--- src/rlt_pkg.sv ---
// ----------------------------------------------------------------------------
// rlt_pkg
// Shared types and constants of the row lock table: default sizes, register
// map, command codes, status codes and the sequencer state encoding.
// ----------------------------------------------------------------------------
package rlt_pkg;

  // default table depth and row number width
  localparam int ENTRIES_DEF  = 16;
  localparam int ROW_BITS_DEF = 30;

  // register map
  localparam int CFG_ADDR_W = 2;
  localparam logic [CFG_ADDR_W-1:0] REG_EXCLUSIVE_OPEN = 2'd0;

  // command codes
  localparam logic CMD_UNLOCK = 1'b0;
  localparam logic CMD_LOCK   = 1'b1;

  // result status codes
  typedef logic [2:0] status_t;
  localparam status_t ST_OK         = 3'd0;
  localparam status_t ST_BAD_FILE   = 3'd1;
  localparam status_t ST_BAD_ARG    = 3'd2;
  localparam status_t ST_NOT_TRANS  = 3'd3;
  localparam status_t ST_TABLE_FULL = 3'd4;

  // scan sequencer states, one-hot
  typedef enum logic [2:0] {
    S_IDLE = 3'b001,
    S_RD   = 3'b010,
    S_CMP  = 3'b100
  } state_t;

endpackage

--- src/rlt_ram.sv ---
// ----------------------------------------------------------------------------
// rlt_ram
// Generic single write port, single read port RAM with registered read data.
// ----------------------------------------------------------------------------
module rlt_ram #(
  parameter int WIDTH = 8,
  parameter int DEPTH = 16,
  parameter int ADDR_W = (DEPTH > 1) ? $clog2(DEPTH) : 1
) (
  input  logic              clk,
  input  logic              we,
  input  logic [ADDR_W-1:0] waddr,
  input  logic [WIDTH-1:0]  wdata,
  input  logic [ADDR_W-1:0] raddr,
  output logic [WIDTH-1:0]  rdata
);

  logic [WIDTH-1:0] mem [DEPTH];

  // write and registered read
  always_ff @(posedge clk) begin
    if (we) begin
      mem[waddr] <= wdata;
    end
    rdata <= mem[raddr];
  end

endmodule

--- src/row_lock_table.sv ---
// ----------------------------------------------------------------------------
// row_lock_table
// Bounded table of held row locks. A single row comparator walks the table
// entry by entry (read, then compare and act) to find the row and the lowest
// free slot; whole-file requests clear all valid bits at once.
// Exclusive, whole-file and refused requests get their result in the cycle
// after the transfer; row requests wait on the entry scan through the row
// RAM's single read port, which stops at a hit.
// Throughput: one request at a time; the next transfer is taken once the
//   result has been taken.
// Reset: rst_n synchronous active low; table empty, data-locked flag and
//   exclusive_open cleared. No clearing pass.
// ----------------------------------------------------------------------------
module row_lock_table #(
  parameter int ENTRIES  = rlt_pkg::ENTRIES_DEF,
  parameter int ROW_BITS = rlt_pkg::ROW_BITS_DEF,
  parameter int DATA_W   = ((ROW_BITS + 7) / 8) * 8
) (
  input  logic                            clk,
  input  logic                            rst_n,
  // input requests
  input  logic                            in_tvalid,
  output logic                            in_tready,
  input  logic [DATA_W-1:0]               in_tdata,   // [ROW_BITS-1:0] row_number
  input  logic [2:0]                      in_tuser,   // [0] command, [1] transactional,
                                                      // [2] range_lock_refused
  // results
  output logic                            out_tvalid,
  input  logic                            out_tready,
  output logic [7:0]                      out_tdata,  // [2:0] status
  output logic                            out_tuser,  // [0] file_data_locked
  // configuration
  input  logic                            cfg_psel,
  input  logic                            cfg_penable,
  input  logic                            cfg_pwrite,
  input  logic [rlt_pkg::CFG_ADDR_W-1:0]  cfg_paddr,
  input  logic [31:0]                     cfg_pwdata,
  output logic [31:0]                     cfg_prdata,
  output logic                            cfg_pready
);

  import rlt_pkg::*;

  localparam int IDX_W = (ENTRIES > 1) ? $clog2(ENTRIES) : 1;
  localparam logic [IDX_W-1:0] LAST_IDX = IDX_W'(ENTRIES - 1);

  typedef struct packed {
    logic [ROW_BITS-1:0] row;
    logic                trans;
  } entry_t;

  state_t              state_r, state_nxt;
  logic [IDX_W-1:0]    idx_r, idx_nxt;
  logic [ROW_BITS-1:0] row_r, row_nxt;
  logic                cmd_r, cmd_nxt;
  logic                trans_r, trans_nxt;
  logic                free_found_r, free_found_nxt;
  logic [IDX_W-1:0]    free_idx_r, free_idx_nxt;
  logic [ENTRIES-1:0]  valid_r, valid_nxt;
  logic                locked_r, locked_nxt;
  logic                excl_r;
  logic                out_valid_r, out_valid_nxt;
  status_t             out_status_r, out_status_nxt;
  logic                out_locked_r, out_locked_nxt;

  logic                ram_we;
  logic [IDX_W-1:0]    ram_waddr;
  entry_t              ram_wdata;
  entry_t              ram_rdata;

  logic                in_xfer;
  logic                cfg_wr;
  logic [ROW_BITS-1:0] in_row;
  logic                cur_valid;
  logic                hit;
  logic                free_now;
  logic [IDX_W-1:0]    free_slot;

  // row and mark storage
  rlt_ram #(
    .WIDTH ($bits(entry_t)),
    .DEPTH (ENTRIES),
    .ADDR_W(IDX_W)
  ) u_entry_ram (
    .clk  (clk),
    .we   (ram_we),
    .waddr(ram_waddr),
    .wdata(ram_wdata),
    .raddr(idx_r),
    .rdata(ram_rdata)
  );

  // handshakes
  assign in_tready  = (state_r == S_IDLE) && !out_valid_r;
  assign in_xfer    = in_tvalid && in_tready;
  assign in_row     = in_tdata[ROW_BITS-1:0];
  assign out_tvalid = out_valid_r;
  assign out_tdata  = {5'd0, out_status_r};
  assign out_tuser  = out_locked_r;

  // configuration register
  assign cfg_pready = 1'b1;
  assign cfg_wr     = cfg_psel && cfg_penable && cfg_pwrite && cfg_pready
                      && (cfg_paddr == REG_EXCLUSIVE_OPEN);
  assign cfg_prdata = (cfg_paddr == REG_EXCLUSIVE_OPEN) ? {31'd0, excl_r} : 32'd0;

  always_ff @(posedge clk) begin
    if (!rst_n) begin
      excl_r <= 1'b0;
    end else if (cfg_wr) begin
      excl_r <= cfg_pwdata[0];
    end
  end

  // compare of the entry read last cycle
  assign cur_valid = valid_r[idx_r];
  assign hit       = cur_valid && (ram_rdata.row == row_r);
  assign free_now  = free_found_r || !cur_valid;
  assign free_slot = free_found_r ? free_idx_r : idx_r;

  // sequencer
  always_comb begin
    state_nxt       = state_r;
    idx_nxt         = idx_r;
    row_nxt         = row_r;
    cmd_nxt         = cmd_r;
    trans_nxt       = trans_r;
    free_found_nxt  = free_found_r;
    free_idx_nxt    = free_idx_r;
    valid_nxt       = valid_r;
    locked_nxt      = locked_r;
    out_valid_nxt   = out_valid_r;
    out_status_nxt  = out_status_r;
    out_locked_nxt  = out_locked_r;
    ram_we          = 1'b0;
    ram_waddr       = idx_r;
    ram_wdata.row   = row_r;
    ram_wdata.trans = trans_r;

    // drop the result once transferred
    if (out_valid_r && out_tready) begin
      out_valid_nxt = 1'b0;
    end

    case (state_r)
      S_IDLE: begin
        if (in_xfer) begin
          row_nxt        = in_row;
          cmd_nxt        = in_tuser[0];
          trans_nxt      = in_tuser[1];
          idx_nxt        = '0;
          free_found_nxt = 1'b0;
          free_idx_nxt   = '0;
          if (excl_r) begin
            out_valid_nxt  = 1'b1;
            out_status_nxt = ST_OK;
            out_locked_nxt = locked_r;
          end else if (in_row == '0) begin
            // whole-file request: empty the table, set or clear the flag
            valid_nxt      = '0;
            locked_nxt     = in_tuser[0];
            out_valid_nxt  = 1'b1;
            out_status_nxt = in_tuser[2] ? ST_BAD_FILE : ST_OK;
            out_locked_nxt = in_tuser[0];
          end else if (in_tuser[2]) begin
            out_valid_nxt  = 1'b1;
            out_status_nxt = ST_BAD_FILE;
            out_locked_nxt = locked_r;
          end else begin
            state_nxt = S_RD;
          end
        end
      end

      S_RD: begin
        state_nxt = S_CMP;
      end

      S_CMP: begin
        // track lowest free slot
        if (!free_found_r && !cur_valid) begin
          free_found_nxt = 1'b1;
          free_idx_nxt   = idx_r;
        end
        out_locked_nxt = locked_r;
        if (hit) begin
          state_nxt     = S_IDLE;
          out_valid_nxt = 1'b1;
          if (cmd_r == CMD_LOCK) begin
            // rewrite the mark of the held row
            ram_we         = 1'b1;
            out_status_nxt = ST_OK;
          end else if (ram_rdata.trans && !trans_r) begin
            out_status_nxt = ST_NOT_TRANS;
          end else begin
            valid_nxt[idx_r] = 1'b0;
            out_status_nxt   = ST_OK;
          end
        end else if (idx_r == LAST_IDX) begin
          state_nxt     = S_IDLE;
          out_valid_nxt = 1'b1;
          if (cmd_r == CMD_UNLOCK) begin
            out_status_nxt = ST_BAD_ARG;
          end else if (free_now) begin
            // add a new entry in the lowest free slot
            ram_we               = 1'b1;
            ram_waddr            = free_slot;
            valid_nxt[free_slot] = 1'b1;
            out_status_nxt       = ST_OK;
          end else begin
            out_status_nxt = ST_TABLE_FULL;
          end
        end else begin
          idx_nxt   = idx_r + 1'b1;
          state_nxt = S_RD;
        end
      end

      default: begin
        state_nxt = S_IDLE;
      end
    endcase
  end

  // control registers
  always_ff @(posedge clk) begin
    if (!rst_n) begin
      state_r     <= S_IDLE;
      valid_r     <= '0;
      locked_r    <= 1'b0;
      out_valid_r <= 1'b0;
    end else begin
      state_r     <= state_nxt;
      valid_r     <= valid_nxt;
      locked_r    <= locked_nxt;
      out_valid_r <= out_valid_nxt;
    end
  end

  // payload registers
  always_ff @(posedge clk) begin
    idx_r        <= idx_nxt;
    row_r        <= row_nxt;
    cmd_r        <= cmd_nxt;
    trans_r      <= trans_nxt;
    free_found_r <= free_found_nxt;
    free_idx_r   <= free_idx_nxt;
    out_status_r <= out_status_nxt;
    out_locked_r <= out_locked_nxt;
  end

endmodule
--- config.mk ---
export PLATFORM = sky130hd
export DESIGN_NAME = row_lock_table
export DESIGN_NICKNAME = d
export VERILOG_FILES = /design/src/rlt_pkg.sv /design/src/rlt_ram.sv /design/src/row_lock_table.sv
export SDC_FILE = /design/constraint.sdc
export NUM_CORES = 1
export LEC_CHECK = 0
export BUFFER_PORTS_ARGS = -buffer_cell sky130_fd_sc_hd__buf_4
export CAP_MARGIN = 30
export CORE_MARGIN = 8
export CORE_UTILIZATION = 61
export CTS_CLUSTER_SIZE = 28
export DETAILED_ROUTE_END_ITERATION = 8
export GPL_ROUTABILITY_DRIVEN = 0
export HOLD_SLACK_MARGIN = 0.12
export PLACE_DENSITY = 0.9
export SETUP_SLACK_MARGIN = 0.3
export SYNTH_ARGS = -nofsm -noshare
export SYNTH_HDL_FRONTEND = slang
export SYNTH_SLANG_ARGS = --single-unit
export TNS_END_PERCENT = 50
--- constraint.sdc ---
create_clock -name clk -period 5 [get_ports clk]
set_clock_uncertainty 0.1 [all_clocks]
set_input_delay 0.25 -clock clk [delete_from_list [all_inputs] [get_ports clk]]
set_output_delay 0.25 -clock clk [all_outputs]
set_load 0.05 [all_outputs]
==> impl_metrics.yaml <==
clocking:
  cts_tree: "yes"
  clock_latency_ps: 610
  root_buffer: "clkbuf_16"
  h-tree-depth: 2
  clkTransAtPathRegs_ps: 70
  clock_path_buffers: 3
  clock_sinks: 594
  cts-buffers-inserted: 54
run:
  maxCapViolCount: 0
worst_setup_path:
  cp.buffers_inverters: 2
  crit_chain: "buf_4, ha_1, and3_1, nand4_1, nor3b_1, o211ai_1, nor2_4, buf_4"
  max_stage_delay_ps: 630
  r2r_setup_slack_ps: 390
  worst_setup_path_start_kind: "flop"
  critPathTopFamily: "simple AND/OR/NAND/NOR gates"
  critPathLaunch: "idx_r[0]"
  cp_max_fo: 23
  path_class: "reg2reg"
  r2r-end: "u_entry_ram.mem[15][3]"
  cp.required_ps: 5180
  cp_slowest_cell: "nor2_4"
  cp_common_cell: "buf_4"
  crit_path_end_kind: "flop"
  rr_startpoint: "idx_r[0]"
  arrival_ps: 4780
  r2r_cells: 8
min_path:
  hold_class: "in2reg"
  holdPathEnd: "state_r[0]"
  hp-start: "in_tvalid"
  hold_path_depth: 5
floorplan:
  top_level_ports: 120
  rows: 71
  core_um2: 37600
  dieArea_um2: 44600
  die_w_um: 211
  die_y_um: 211
  start_util_pct: 61.9
global_routing:
  grt_pass1_wl_um: 87700
  antenna_found_initial: 0
  grtUsageTotal_pct: 27.3
  grt_pass1_vias: 13000
  grt_overflow: 0
  grt_max_degree: 113
synth:
  yosysWarnings: 0
  synth_top_area_share_pct: 69.9
  ys_types: 59
  avgSynthCellArea_um2: 20.7
  ys.flop_type: "edfxtp_1"
  synth_largest_area_cell: "edfxtp_1"
  synth-seq-cells: 594
  seq_area_frac_synth_pct: 74.4
  synth_cells: 1123
  synth_edf_count: 541
  synthArstFlopShare_pct: 0
  syn_area_um2: 23300
  synth.area.top_cells: "edfxtp_1, mux4_2, dfxtp_1, buf_4, xor2_1"
sta:
  worst-slew-pin-transition_ps: 998
  finalHoldViolations: 0
  grt_setup_unrepaired: "false"
  fin_crit_ps: 4610
  worst_slack_ps: 394
  fin_crit_sh_pct: 92.1
  tns_ps: 0
  maxSlewViolCount: 0
  setup_viol: 0
  max_freq_mhz: 217
  max_slew_margin_pct: 33.2
  fin_hold_ws_ps: 175
route:
  postRouteAntennaNets: 0
  dr_total_vias: 12700
  drt-pass1-iter-count: 8
  remaining_drc_errors: 0
  wirelength_um: 61700
  drt_iter0_markers: 2008
  post_drt_wl_per_cell_um: 34.1
  avgViaCountPerCell: 7.01
layout:
  final_layout_size_suffix_gt1_share_pct: 27.8
  diodes: 0
  layout_common_cells: "edfxtp_1, mux4_2, buf_4"
  nets: 1332
  area_growth_pct: 15.9
  final_cell_area_um2: 26900
  final_common_cell: "edfxtp_1"
  final_core_util_pct: 71.7
outcome:
  status: "completed"
placed_design:
  pre_cts_ws_ps: 581
  port_buffers: 49
  post_dp_cell_area_um2: 24400
  hpwl_um: 30500
power_and_ir_drop:
  p_leak_uw: 0.00876
  p_per_area_nw_per_um2: 503
  ir_drop_v: 0.000558
==> repair_timing <==
action | in CTS | in global routing
resized for setup | 0 | 1
hold endpoints to repair | 55 | 0
buffers inserted | 0 | 1
hold buffers | 38 | 0
endpoints found under the setup margin | 0 | 182
==> tightest hold or removal path, stage by stage <==
cell and delay (ps):
buf_4 80, nand2b_1 110, o21bai_1 150, and2_1 150
nand2_1 60
==> logic make-up (layout without fill, tap and decap cells) <==
logic type | count (synthesis) | in the layout | share of synthesized area (%)
flops | 594 | 594 | 74.4
mux | 170 | 170 | 15.7
simple gates | 140 | 140 | 3.28
buf+inv | 97 | 236 | 2.35
compound gates | 83 | 83 | 2.80
xor+xnor | 33 | 33 | 1.24
fa+ha+maj | 4 | 4 | 0.215
other cells | 2 | 37 | 0.0323
==> cell type report <==
| cell class | count | area, µm² |
|---|---|---|
| clock buffers | 65 | 1430 |
| clock inverters | 36 | 667 |
| fillers | 1896 | 10600 |
| inverters | 6 | 22.5 |
| multi-input cells | 467 | 5660 |
| flip-flops and latches | 594 | 17300 |
| well taps | 511 | 639 |
| repair buffers | 129 | 1210 |
==> state kept, by name (all words and copies together), names as in the netlist, 3 cells and up <==
register           flops
u_entry_ram.mem      496
u_entry_ram.rdata     31
row_r                 30
valid_r               16
free_idx_r             4
idx_r                  4
out_status_r           3
state_r                3
==> metal layers <==
metal	vias up	share of wire [%]	GRT usage (%)
li1	4828	-	-
met4	0	7.0	15.4
met3	309	10	5.21
met5	-	0	0
met2	1196	51	47.1
met1	6337	32	31.9
==> how the worst max path moves through the flow <==
stage	endpoint	slack, ps	cells after the start
after floorplan	u_entry_ram.mem[2][0]	910	8
after global placement	u_entry_ram.mem[9][13]	760	9
after detailed placement	u_entry_ram.mem[9][13]	580	9
after CTS	u_entry_ram.mem[9][4]	390	9
after global routing	u_entry_ram.mem[15][3]	310	8
final	u_entry_ram.mem[15][3]	390	8
==> power by group <==
group          switching, µW  leakage (µW)  internal, µW
combinational           1280       0.00242           976
sequential               453       0.00532          5960
clock                   1900       0.00102          2990
total                   3630       0.00876          9930
==> per-stage QoR <==
step | power, µW | std cells
3_3_place_gp | 8420 | 1666
5_1_grt | 13800 | 1808
2_1_floorplan | 7880 | 1158
4_1_cts | 13400 | 1806
3_5_place_dp | 8560 | 1667
6_report | 13600 | 1808
==> Yosys cell counts (7+ instances only) <==
cell type / instances
clkbuf_1: 24
edfxtp_1: 541
mux2i_1: 14
a21oi_1: 7
buf_1: 12
xor2_1: 31
nand2b_1: 8
mux4_2: 155
o2bb2ai_1: 12
a31oi_1: 16
buf_4: 40
and2_1: 20
a211o_1: 13
nand2_1: 20
nor2b_1: 7
dfxtp_1: 53
buf_2: 12
nor2_1: 38
nor4_1: 16
Note: power is estimated with default switching activity, not from simulation.
